## src/design/sld_pkg.sv

```systemverilog
// Shared types and constants for the sinc low-pass decimator.
package sld_pkg;

    localparam int SMP_W = 16;
    localparam int TAP_W = 18;
    localparam int TAP_FRAC = 17;

    localparam longint unsigned PI_Q30 = 64'd3373259426;
    localparam longint unsigned TAP_ONE = 64'd131072;
    localparam int SIN_TERMS = 9;
    // Taylor series divisors (2j)(2j+1) for j = 1..9
    localparam longint unsigned SIN_DEN [SIN_TERMS] = '{
        64'd6, 64'd20, 64'd42, 64'd72, 64'd110, 64'd156, 64'd210, 64'd272, 64'd342
    };

    typedef struct packed {
        logic accept;
        logic issue;
        logic load_out;
    } t_cmd;

    typedef struct packed {
        logic emit;
        logic last_issue;
        logic pipe_busy;
        logic out_free;
    } t_status;

endpackage

```

## src/design/sld_ctrl.sv

```systemverilog
// Controller state machine: input transfer, MAC sweep, drain and result load.
module sld_ctrl import sld_pkg::*; (
    input  logic    i_clk,
    input  logic    i_rst_n,
    input  logic    i_in_valid,
    output logic    o_in_ready,
    input  t_status i_status,
    output t_cmd    o_cmd
);

    typedef enum logic [1:0] {
        S_IDLE,
        S_ISSUE,
        S_DRAIN,
        S_EMIT
    } t_state;

    t_state r_state;
    t_state n_state;
    logic   r_ready;

    always_comb begin
        o_cmd          = '0;
        o_cmd.accept   = r_ready & i_in_valid;
        o_cmd.issue    = (r_state == S_ISSUE);
        o_cmd.load_out = (r_state == S_EMIT) & i_status.out_free;
    end

    always_comb begin
        n_state = r_state;
        case (r_state)
            S_IDLE: begin
                if (o_cmd.accept && i_status.emit) n_state = S_ISSUE;
            end
            S_ISSUE: begin
                if (i_status.last_issue) n_state = S_DRAIN;
            end
            S_DRAIN: begin
                if (!i_status.pipe_busy) n_state = S_EMIT;
            end
            S_EMIT: begin
                // hold until the output register can take the result
                if (i_status.out_free) n_state = S_IDLE;
            end
            default: n_state = S_IDLE;
        endcase
    end

    always_ff @(posedge i_clk) begin
        if (!i_rst_n) begin
            r_state <= S_IDLE;
            r_ready <= 1'b1;
        end else begin
            r_state <= n_state;
            r_ready <= (n_state == S_IDLE);
        end
    end

    assign o_in_ready = r_ready;

`ifndef SYNTHESIS
    a_ready_only_idle: assert property (@(posedge i_clk) disable iff (!i_rst_n)
        r_ready |-> r_state == S_IDLE)
        else $error("input ready outside idle");
    a_emit_starts_sweep: assert property (@(posedge i_clk) disable iff (!i_rst_n)
        (o_cmd.accept && i_status.emit) |=> (r_state == S_ISSUE && !r_ready))
        else $error("emitting sample did not start the MAC sweep");
    a_plain_stays_ready: assert property (@(posedge i_clk) disable iff (!i_rst_n)
        (o_cmd.accept && !i_status.emit) |=> (r_state == S_IDLE && r_ready))
        else $error("non-emitting sample blocked the input");
`endif

endmodule

```

## config.mk

```make
export PLATFORM = sky130hd
export DESIGN_NAME = sld_ctrl
export DESIGN_NICKNAME = d
export VERILOG_FILES = /design/src/design/sld_pkg.sv /design/src/design/sld_ctrl.sv
export SDC_FILE = /design/constraint.sdc
export NUM_CORES = 1
export LEC_CHECK = 0
export BUFFER_PORTS_ARGS = -buffer_cell sky130_fd_sc_hd__buf_2
export CAP_MARGIN = 20
export CORE_AREA = 2 2 39 41
export DETAILED_ROUTE_END_ITERATION = 8
export DIE_AREA = 0 0 41 43
export SLEW_MARGIN = 40
export SYNTH_ARGS = -nofsm -noshare
export SYNTH_HDL_FRONTEND = slang
export SYNTH_SLANG_ARGS = --single-unit
```

## constraint.sdc

```tcl
create_clock -name i_clk -period 1.2 [get_ports i_clk]
set_clock_uncertainty 0.1 [all_clocks]
set_input_delay 0.06 -clock i_clk [delete_from_list [all_inputs] [get_ports i_clk]]
set_output_delay 0.06 -clock i_clk [all_outputs]
set_load 0.02 [all_outputs]
```

Word level (Yosys, flattened, before mapping)
Cells that the tools add are included.
{"block": "op_classes", "n_eq_ne": 3, "muxes": 5, "bitwise": 2, "n_reduce_logical": 3}
{"operator": "two-way mux 2 bit", "count": 4}
{"operator": "case mux 2 bit (4 select lines)", "count": 1}
{"operator": "== test 2 bit (second input constant)", "count": 2}
{"operator": "logical NOT 2 bit", "count": 2}
{"operator": "AND 1 bit", "count": 2}
{"operator": "== test 2 x 1 -> 1 bit (second input constant)", "count": 1}
{"operator": "logical AND 1 bit", "count": 1}
{"block": "word_totals", "reg_bits": 3, "inputBits": 7, "output_inout_bits": 4, "elab_cells": 15}

Longest topological paths before layout
Gate-level depths: netlist of run 1.
{"block": "logic_depth", "depth_word": 5, "mapped_depth": 3, "depth_no_buf": 3}

Worst setup path after synthesis of run 1
Ideal clock, no wire load.
{"block": "synth_path", "path_type": "register to register", "start": "register r_ready, in the netlist o_in_ready", "end": "register r_ready, in the netlist o_in_ready", "setup_time_ns": 0.058, "arrival_ns": 0.921, "required_time_ns": 1.042, "setup_slack_ns": 0.121, "stages_incl_launch_ff": 4, "path_buffers": 0, "synth_period_minus_slack_ns": 1.079, "path_cell_list": "dfxtp_1 -> a311o_2 -> nand2_1 -> o21ba_1"}
{"block": "synth_via", "elab_chain_cells": 5}
{"item": "from (decl)", "line_no": "sld_ctrl.sv:20", "rtl": "logic r_ready;"}
{"item": "from (signal assigned)", "line_no": "sld_ctrl.sv:55", "rtl": "r_ready <= (n_state == S_IDLE);"}
{"item": "AND 1 bit", "line_no": "sld_ctrl.sv:24", "rtl": "o_cmd.accept = r_ready & i_in_valid;"}
{"item": "logical AND 1 bit", "line_no": "sld_ctrl.sv:33", "rtl": "if (o_cmd.accept && i_status.emit) n_state = S_ISSUE;"}
{"item": "two-way mux 2 bit", "line_no": "sld_ctrl.sv:33"}
{"item": "case mux 2 bit (4 select lines)", "line_no": "sld_ctrl.sv:31", "rtl": "case (r_state)"}
{"item": "logical NOT 2 bit", "line_no": "sld_ctrl.sv:55"}
Every way passes these cells.
A chain may end at the register's enable or synchronous reset.

==> out/qor.json, run 1 <==
{
  "run_status": {"value": "completed"},
  "timing.rr.start": {"value": "r_state[1]"},
  "synth_area_per_cell": {"value": 9.70, "unit": "um^2"},
  "synth_seq_area_share": {"value": 38.7, "unit": "%"},
  "crit_path_end_kind": {"value": "output port"},
  "synth_top_cell_by_area": {"value": "sky130_fd_sc_hd__dfxtp_1"},
  "timing.hold.worst_path_depth": {"value": 3},
  "synth_cell_type_count": {"value": 13},
  "antennaDiodeCount": {"value": 0},
  "area_growth_syn_to_layout": {"value": 69.4, "unit": "%"},
  "area_share_of_the_largest_cell_type_after_synthesis": {"value": 38.7, "unit": "%"},
  "num_rows": {"value": 14},
  "worst_path_clk_slew": {"value": 0.04, "unit": "ns"},
  "worstHoldPathType": {"value": "in -> reg"},
  "drcViolationCount": {"value": 0},
  "timing.final.hold_violations": {"value": 0},
  "fin_area": {"value": 263, "unit": "um^2"},
  "coreArea": {"value": 1380, "unit": "um^2"},
  "die_width": {"value": 41, "unit": "um"},
  "grt.overflow.total": {"value": 0},
  "wl": {"value": 383, "unit": "um"},
  "grt_start_max_net_pins": {"value": 8},
  "timing.critical_path.arrival": {"value": 0.97, "unit": "ns"},
  "synthesis.nets": {"value": 23},
  "worstHoldEndpoint": {"value": "r_state[1]"},
  "clock_tree_from_tritoncts": {"value": "done"},
  "ioPinCount": {"value": 11},
  "port-buffer-count": {"value": 10},
  "start_util": {"value": 11.2, "unit": "%"},
  "fillers": {"value": 156},
  "achievable-frequency": {"value": 883, "unit": "MHz"},
  "number_of_cts_inserted_buffers": {"value": 3},
  "ys_seq_elements": {"value": 3},
  "ctsLongestPathBuffers": {"value": 2},
  "worst_skew_pair.late_latency": {"value": 0.23, "unit": "ns"},
  "mappedNetlistArea": {"value": 155, "unit": "um^2"},
  "timing.final.ws_setup": {"value": 0.0676, "unit": "ns"},
  "post-place-cells": {"value": 42},
  "critical_path_peak_fanout": {"value": 7},
  "cts_num_sinks": {"value": 3},
  "layoutNonFillerInstCount": {"value": 47},
  "timing.final.crit_period": {"value": 1.13, "unit": "ns"},
  "critical_path.startpoint": {"value": "r_state[0]"},
  "place_worst_setup_slack": {"value": 0.0605, "unit": "ns"},
  "synthTopCellsByArea": {"value": "sky130_fd_sc_hd__dfxtp_1 39%, sky130_fd_sc_hd__a311o_2 7.3%, sky130_fd_sc_hd__a21oi_1 6.5%"},
  "reg2reg_slack": {"value": 0.11, "unit": "ns"},
  "vias": {"value": 171},
  "cts.htree.levels": {"value": 1},
  "die_height": {"value": 43, "unit": "um"},
  "detailedPlacementHpwl": {"value": 303, "unit": "um"},
  "final-setup-viol-count": {"value": 0},
  "timing.setup.tns": {"value": 0, "unit": "ns"},
  "vdd_drop_max": {"value": 0.000511, "unit": "V"},
  "final.period_utilization": {"value": 94.4, "unit": "%"},
  "antenna_found_initial": {"value": 0},
  "timing.max_cap.violations": {"value": 0},
  "dr.pass1.iters": {"value": 2},
  "rsz0062_at_grt": {"value": "no"},
  "worstSetupPathType": {"value": "reg -> out"},
  "clock_tree.root_cell": {"value": "sky130_fd_sc_hd__clkbuf_4"},
  "drt_iter0_markers": {"value": 4},
  "start_kind": {"value": "flop"},
  "gr-usage-all-layers": {"value": 5.31, "unit": "%"},
  "pwr_density_cell": {"value": 1560, "unit": "nW/um^2"},
  "netlist_instances": {"value": 16},
  "fin_nets": {"value": 39},
  "holdCritStartpoint": {"value": "i_status[2]"},
  "finalHoldWorstSlack": {"value": 0.127, "unit": "ns"},
  "routedWlPerCell": {"value": 8.15, "unit": "um"},
  "final_layout_size_suffix_gt1_share": {"value": 54.8, "unit": "%"},
  "grt_pass1_vias": {"value": 167},
  "max_slew.worst_pin.slew": {"value": 0.185, "unit": "ns"},
  "grt_pass1_wl": {"value": 579, "unit": "um"},
  "timing_max_transition_violations_final": {"value": 0},
  "fin_total_pwr": {"value": 0.411, "unit": "mW"},
  "most_common_cell_after_layout_fill_and_taps_aside": {"value": "sky130_fd_sc_hd__buf_2"},
  "route.antenna.remaining_nets": {"value": 0},
  "placed_area": {"value": 225, "unit": "um^2"},
  "ys_warn_count": {"value": 0},
  "place.gp.congestion": {"value": 0.634},
  "critical_path_required": {"value": 1.04, "unit": "ns"},
  "worst-r2r-cell-count": {"value": 3},
  "worst_slew_margin_rel": {"value": 87.7, "unit": "%"},
  "mostFrequentLayoutCells": {"value": "10 x sky130_fd_sc_hd__buf_2, 3 x sky130_fd_sc_hd__clkbuf_4, 2 x sky130_fd_sc_hd__a21oi_1, 2 x sky130_fd_sc_hd__dfxtp_1"},
  "post_cts.repair.setup_buffers": {"value": 0},
  "post_route_utilization": {"value": 19.0, "unit": "%"},
  "via_per_inst": {"value": 3.64},
  "timing.rr.end": {"value": "o_in_ready"},
  "design.die.area": {"value": 1760, "unit": "um^2"},
  "leakagePower": {"value": 0.127, "unit": "nW"}
}
[registers in the layout, indices dropped and copies added (netlist names)]
name,count
o_in_ready,1
r_state,2
[area by class of cell]
type                    count  area [um^2]  share of cell area (%)
flip-flops and latches      3         61.3                    23.3
clock buffers               4         26.3                    10.0
repair buffers             11         60.1                    22.9
multi-input cells          13         95.1                    36.2
well taps                  16         20.0                    7.62
[power breakdown]
group	internal, mW	total [mW]	switching [mW]
clock network	0.125	0.176	0.0515
logic	0.0522	0.102	0.0499
registers	0.117	0.132	0.0158
total	0.293	0.411	0.117
[layer usage]
| metal | share of wire, % | track usage [%] |
|---|---|---|
| met3 | 9.4 | 3.14 |
| met4 | 0 | 6.00 |
| met2 | 50 | 6.88 |
| met1 | 40 | 5.11 |
| met5 | 0 | 0 |
[Yosys cell counts, drive strengths merged]
cell / count
a21boi: 1
and2b: 1
a311o: 1
dfxtp: 3
and3: 1
nand2: 1
a21oi: 2
o21ba: 1
o21a: 1
nor2: 1
and3b: 1
and2: 1
mux2i: 1
[cell families (layout without fill, tap and decap cells)]
family,after synthesis,after routing,share of synthesized area [%]
compound gates,6,6,29.8
simple gates,6,6,25.0
flops,3,3,38.7
mux,1,1,6.45
buf+inv,0,15,0
[how the worst max path moves through the flow]
stage / to / slack (ns) / depth (start not counted)
5_1_grt: o_cmd[0] / 0.02 / 2
2_1_floorplan: o_in_ready / 0.12 / 3
3_5_place_dp: o_in_ready / 0.06 / 3
6_report: o_cmd[0] / 0.07 / 2
3_3_place_gp: o_in_ready / 0.07 / 3
4_1_cts: o_cmd[1] / 0.00009 / 2
[critical path, cell delays in order (launching register included)]
cell and delay, ns:
sky130_fd_sc_hd__dfxtp_1 0.39, sky130_fd_sc_hd__and3_2 0.19, sky130_fd_sc_hd__buf_2 0.15
[what timing repair did]
action	CTS	global route
setup endpoints to repair	0	3
hold buffers	1	0
gates resized for setup	0	1
hold endpoints to repair	2	0
Power figures use the tool's default switching activity.
==> run 2, diff against run 1 <==
Settings changed: MAX_ROUTING_LAYER set to met4, SETUP_SLACK_MARGIN set to 0.2, SLEW_MARGIN 40 to unset.
==> run 2 against run 1 <==
Net effect: clock-buffer cell count stayed put; register-to-register slack better by 0.03 ns; non-clock buffer count stayed put; clock power hardly changed; sequential cell count stayed put; via count is 1.8% lower; largest power group unchanged; critical endpoint is now o_cmd[1]; final area is 13% higher; first-iteration DRC count is 75% lower; worst hold slack worse by 0.020 ns; total power is 6.3% higher; die area stayed put; core utilization is 2.4 points higher.
==> out/qor.json, run 2 (synthesis gave the netlist of run 1 again) <==
{
  "run_status": {"value": "completed"},
  "die_width": {"value": 41, "unit": "um"},
  "start_kind": {"value": "flop"},
  "setup.worst_path.end": {"value": "o_cmd[1]"},
  "final_layout_size_suffix_gt1_share": {"value": 67.7, "unit": "%"},
  "worst_path_clk_slew": {"value": 0.04, "unit": "ns"},
  "fillers": {"value": 155},
  "critical_path_peak_fanout": {"value": 7},
  "coreArea": {"value": 1380, "unit": "um^2"},
  "grt_pass1_wl": {"value": 579, "unit": "um"},
  "timing.max_cap.violations": {"value": 0},
  "mostFrequentLayoutCells": {"value": "7 x sky130_fd_sc_hd__buf_2, 3 x sky130_fd_sc_hd__clkbuf_4, 3 x sky130_fd_sc_hd__dfxtp_4, 3 x sky130_fd_sc_hd__buf_6, 2 x sky130_fd_sc_hd__a21oi_1"},
  "antenna_found_initial": {"value": 0},
  "drt_iter0_markers": {"value": 1},
  "place.gp.congestion": {"value": 0.593},
  "clock_tree.root_cell": {"value": "sky130_fd_sc_hd__clkbuf_4"},
  "largest_register_ffs": {"value": 2},
  "antennaDiodeCount": {"value": 0},
  "grt_pass1_vias": {"value": 163},
  "most_common_cell_after_layout_fill_and_taps_aside": {"value": "sky130_fd_sc_hd__buf_2"},
  "register_bank_with_the_most_flops": {"value": "r_state"},
  "critical_path_required": {"value": 1.04, "unit": "ns"},
  "holdCritStartpoint": {"value": "i_status[2]"},
  "cts_num_sinks": {"value": 3},
  "wl": {"value": 386, "unit": "um"},
  "area_growth_syn_to_layout": {"value": 91.1, "unit": "%"},
  "worst-r2r-cell-count": {"value": 3},
  "via_per_inst": {"value": 3.57},
  "fin_nets": {"value": 39},
  "timing.setup.tns": {"value": 0, "unit": "ns"},
  "design.die.area": {"value": 1760, "unit": "um^2"},
  "crit_path_end_kind": {"value": "output port"},
  "number_of_cts_inserted_buffers": {"value": 3},
  "cts.htree.levels": {"value": 1},
  "ctsLongestPathBuffers": {"value": 2},
  "timing.rr.start": {"value": "r_state[1]"},
  "reg2reg_slack": {"value": 0.14, "unit": "ns"},
  "clock_tree_from_tritoncts": {"value": "done"},
  "max_slew.worst_pin.slew": {"value": 0.181, "unit": "ns"},
  "worstHoldPathType": {"value": "in -> reg"},
  "final.period_utilization": {"value": 91.7, "unit": "%"},
  "worstSetupPathType": {"value": "reg -> out"},
  "pwr_density_cell": {"value": 1470, "unit": "nW/um^2"},
  "ioPinCount": {"value": 11},
  "achievable-frequency": {"value": 909, "unit": "MHz"},
  "worst_slew_margin_rel": {"value": 87.9, "unit": "%"},
  "routedWlPerCell": {"value": 8.21, "unit": "um"},
  "rsz0062_at_grt": {"value": "yes"},
  "dr.pass1.iters": {"value": 2},
  "timing_max_transition_violations_final": {"value": 0},
  "final-setup-viol-count": {"value": 0},
  "grt_start_max_net_pins": {"value": 8},
  "vias": {"value": 168},
  "fin_total_pwr": {"value": 0.437, "unit": "mW"},
  "gr-usage-all-layers": {"value": 5.65, "unit": "%"},
  "route.antenna.remaining_nets": {"value": 0},
  "worst_skew_pair.late_latency": {"value": 0.23, "unit": "ns"},
  "timing.critical_path.arrival": {"value": 0.94, "unit": "ns"},
  "start_util": {"value": 11.2, "unit": "%"},
  "vdd_drop_max": {"value": 0.000299, "unit": "V"},
  "timing.final.crit_period": {"value": 1.10, "unit": "ns"},
  "timing.rr.end": {"value": "o_in_ready"},
  "timing.final.hold_violations": {"value": 0},
  "leakagePower": {"value": 0.136, "unit": "nW"},
  "drcViolationCount": {"value": 0},
  "port-buffer-count": {"value": 10},
  "die_height": {"value": 43, "unit": "um"},
  "critical_path.startpoint": {"value": "r_state[1]"},
  "num_rows": {"value": 14},
  "grt.overflow.total": {"value": 0}
}
[run 2: report_power, final]
| part | leakage [nW] | switching [mW] | internal [mW] | total, mW |
|---|---|---|---|---|
| Combinational | 0.0951 | 0.0529 | 0.0694 | 0.122 |
| Clock | 0.0150 | 0.0522 | 0.125 | 0.177 |
| Sequential | 0.0262 | 0.0169 | 0.121 | 0.138 |
[run 2: worst max-delay path, stage by stage, from the launching register on]
cell and delay (ns):
sky130_fd_sc_hd__dfxtp_4 0.36, sky130_fd_sc_hd__and2b_2 0.22, sky130_fd_sc_hd__buf_6 0.12
[run 2: layer usage]
layer  vias up  share of wire [%]  GRT usage [%]
met1        73                 35           4.49
met4         0                  0           6.00
li1         89                  -              -
met3         0                8.5           4.71
met5         -                  0              -
met2         6                 56           7.19
[run 2: how the worst min path moves through the flow]
stage,slack [ns],depth (start not counted),end
2_1_floorplan,0.09,1,r_state[1]
3_3_place_gp,0.21,2,r_state[1]
3_5_place_dp,0.21,2,r_state[1]
4_1_cts,0.1,3,r_state[1]
5_1_grt,0.11,3,r_state[1]
6_report,0.11,3,r_state[1]
[run 2: final cells by class]
cell class	instances	area (um^2)	area share (%)
multi-input cells	13	100	33.8
repair buffers	11	78.8	26.6
flip-flops and latches	3	71.3	24.1
clock buffers	4	26.3	8.86
well taps	16	20.0	6.75
[run 2: metrics by stage]
stage | setup WS, ns | instance area [um^2] | std cells | hold slack [ns] | utilization [%]
floorplan | 0.171 | 160 | 16 | 0.0904 | -
global placement | 0.121 | 230 | 42 | 0.207 | 16.6
detailed placement | 0.112 | 230 | 42 | 0.208 | 16.6
CTS | 0.0828 | 290 | 47 | 0.0954 | 21.0
global route | 0.0619 | 297 | 47 | 0.111 | 21.4
finish | 0.0997 | 297 | 47 | 0.107 | 21.4
[run 2: timing repair]
action / in CTS / in global routing
gates resized for setup: 9 / 3
hold endpoints to repair: 2 / 0
pin swaps: 4 / 1
gates cloned: 0 / 0
setup buffers: 0 / 0
hold buffers: 1 / 0
setup endpoints to repair: 5 / 5
==> run 3, diff against run 2 <==
Settings changed: CTS_CLUSTER_DIAMETER set to 40, RECOVER_POWER set to 25.
Clock period 1.2 ns to 0.9 ns, I/O delays scaled along.
==> run 3 against run 2 <==
Net effect: the run now ends with hold timing, setup timing left; highest routed layer unchanged; cell count stayed put; final area is 3.8% higher; total power is 40% higher; combinational power is 62% higher; setup slack worse by 0.29 ns; sequential cell count stayed put; critical endpoint unchanged; sequential power is 33% higher; worst hold slack worse by 0.13 ns; critical path type unchanged; wire length is 6.0% lower.
==> out/qor.json, run 3 (synthesis gave the netlist of run 1 again) <==
{
  "run_status": {"value": "finished, violations left"},
  "failed_checks": {"value": "hold timing, setup timing"},
  "coreArea": {"value": 1380, "unit": "um^2"},
  "reg2reg_slack": {"value": -0.19, "unit": "ns"},
  "worstSetupPathType": {"value": "reg -> out"},
  "cpMaxStageDelayCell": {"value": "sky130_fd_sc_hd__dfxtp_4"},
  "timing.final.crit_period": {"value": 1.09, "unit": "ns"},
  "timing.rr.end": {"value": "o_in_ready"},
  "largest_register_ffs": {"value": 2},
  "timing.final.hold_violations": {"value": 2},
  "timing.rr.start": {"value": "r_state[1]"},
  "antennaDiodeCount": {"value": 0},
  "ioPinCount": {"value": 11},
  "grt_pass1_vias": {"value": 173},
  "leakagePower": {"value": 0.141, "unit": "nW"},
  "critical-path-max-stage-delay": {"value": 0.37, "unit": "ns"},
  "gr-usage-all-layers": {"value": 6.69, "unit": "%"},
  "grt_start_max_net_pins": {"value": 8},
  "critical_path_peak_fanout": {"value": 7},
  "worstHoldEndpoint": {"value": "r_state[0]"},
  "fin_total_pwr": {"value": 0.613, "unit": "mW"},
  "pwr_density_cell": {"value": 1990, "unit": "nW/um^2"},
  "worstPathBufferInverterCount": {"value": 1},
  "vdd_drop_max": {"value": 0.000504, "unit": "V"},
  "worstHoldPathType": {"value": "in -> reg"},
  "holdCritStartpoint": {"value": "i_rst_n"},
  "antenna_found_initial": {"value": 0},
  "start_kind": {"value": "flop"},
  "mostFrequentLayoutCells": {"value": "6 x sky130_fd_sc_hd__buf_2, 5 x sky130_fd_sc_hd__buf_6, 3 x sky130_fd_sc_hd__clkbuf_4, 3 x sky130_fd_sc_hd__dfxtp_4, 2 x sky130_fd_sc_hd__a21oi_1"},
  "worst_slew_margin_rel": {"value": 90.2, "unit": "%"},
  "achievable-frequency": {"value": 918, "unit": "MHz"},
  "die_height": {"value": 43, "unit": "um"},
  "place.gp.congestion": {"value": 0.550},
  "timing.critical_path.cells": {"value": "and2b_2 > buf_6"},
  "num_rows": {"value": 14},
  "timing.critical_path.arrival": {"value": 0.94, "unit": "ns"},
  "route.antenna.remaining_nets": {"value": 0},
  "dr.pass1.iters": {"value": 2},
  "final_layout_size_suffix_gt1_share": {"value": 74.2, "unit": "%"},
  "start_util": {"value": 11.2, "unit": "%"},
  "post-place-cells": {"value": 43},
  "rsz0062_at_grt": {"value": "yes"},
  "grt_pass1_wl": {"value": 648, "unit": "um"},
  "via_per_inst": {"value": 3.43},
  "routedWlPerCell": {"value": 7.72, "unit": "um"},
  "clock_tree.root_cell": {"value": "sky130_fd_sc_hd__clkbuf_4"},
  "max_slew.worst_pin.slew": {"value": 0.144, "unit": "ns"},
  "number_of_cts_inserted_buffers": {"value": 3},
  "ctsLongestPathBuffers": {"value": 2},
  "critical_path.top_delay_family": {"value": "flip-flops"},
  "final-setup-viol-count": {"value": 7},
  "vias": {"value": 161},
  "final.period_utilization": {"value": 121, "unit": "%"},
  "grt.overflow.total": {"value": 0},
  "drt_iter0_markers": {"value": 2},
  "drcViolationCount": {"value": 0},
  "post_route_utilization": {"value": 22.2, "unit": "%"},
  "fin_nets": {"value": 39},
  "fin_area": {"value": 308, "unit": "um^2"},
  "port-buffer-count": {"value": 10},
  "timing.final.ws_setup": {"value": -0.190, "unit": "ns"},
  "worst_skew_pair.late_latency": {"value": 0.23, "unit": "ns"},
  "finalHoldWorstSlack": {"value": -0.0277, "unit": "ns"},
  "worst-r2r-cell-count": {"value": 3},
  "most_common_cell_after_layout_fill_and_taps_aside": {"value": "sky130_fd_sc_hd__buf_2"},
  "path_depth": {"value": 2},
  "post_cts.repair.setup_buffers": {"value": 0},
  "critical_path_required": {"value": 0.75, "unit": "ns"},
  "worst_path_clk_slew": {"value": 0.04, "unit": "ns"},
  "timing.setup.tns": {"value": -0.867, "unit": "ns"},
  "timing.hold.worst_path_depth": {"value": 3},
  "timing_max_transition_violations_final": {"value": 0},
  "design.die.area": {"value": 1760, "unit": "um^2"},
  "layoutNonFillerInstCount": {"value": 47},
  "place_worst_setup_slack": {"value": -0.185, "unit": "ns"},
  "register_bank_with_the_most_flops": {"value": "r_state"},
  "placed_area": {"value": 240, "unit": "um^2"},
  "area_growth_syn_to_layout": {"value": 98.4, "unit": "%"},
  "wl": {"value": 363, "unit": "um"},
  "timing.max_cap.violations": {"value": 0},
  "clock_tree_from_tritoncts": {"value": "done"},
  "cts.htree.levels": {"value": 1},
  "die_width": {"value": 41, "unit": "um"},
  "crit_path_end_kind": {"value": "output port"},
  "cts_num_sinks": {"value": 3}
}
-- run 3: worst max-delay path by stage --
stage / from / end / slack (ns)
3_3_place_gp: r_state[1] / o_in_ready / -0.17
6_report: r_state[1] / o_cmd[1] / -0.19
2_1_floorplan: r_state[1] / o_in_ready / -0.13
5_1_grt: r_state[1] / o_in_ready / -0.24
3_5_place_dp: r_state[1] / o_in_ready / -0.18
4_1_cts: r_state[1] / o_cmd[1] / -0.20
-- run 3: layout make-up --
type | instances | area [um^2]
Timing Repair Buffer | 11 | 86.3
Tap cell | 16 | 20.0
Fill cell | 151 | 1080
Clock buffer | 4 | 26.3
Sequential cell | 3 | 71.3
Multi-Input combinational cell | 13 | 104
-- run 3: worst min-delay path: stages --
cell	delay, ns
sky130_fd_sc_hd__buf_2	0.12
sky130_fd_sc_hd__nand2_2	0.07
sky130_fd_sc_hd__nor2_1	0.04
-- run 3: metal layers --
| layer | GRT usage (%) | wire [um] | share of wire (%) | vias up |
|---|---|---|---|---|
| met5 | - | 0 | 0 | - |
| met4 | 8.00 | 0 | 0 | 0 |
| met3 | 6.28 | 49 | 13 | 0 |
| met2 | 6.25 | 160 | 44 | 6 |
| met1 | 6.77 | 154 | 42 | 66 |
| li1 | - | - | - | 89 |
-- run 3: where the power goes --
part	switching [mW]	internal (mW)	total (mW)
clock network	0.0661	0.166	0.232
registers	0.0218	0.161	0.183
logic	0.0782	0.120	0.198
-- run 3: what timing repair did --
action / 4_1_cts / 5_1_grt
setup endpoints to repair: 7 / 7
pin swaps: 1 / 2
gates resized for setup: 12 / 2
endpoints found under the hold margin: 2 / 2
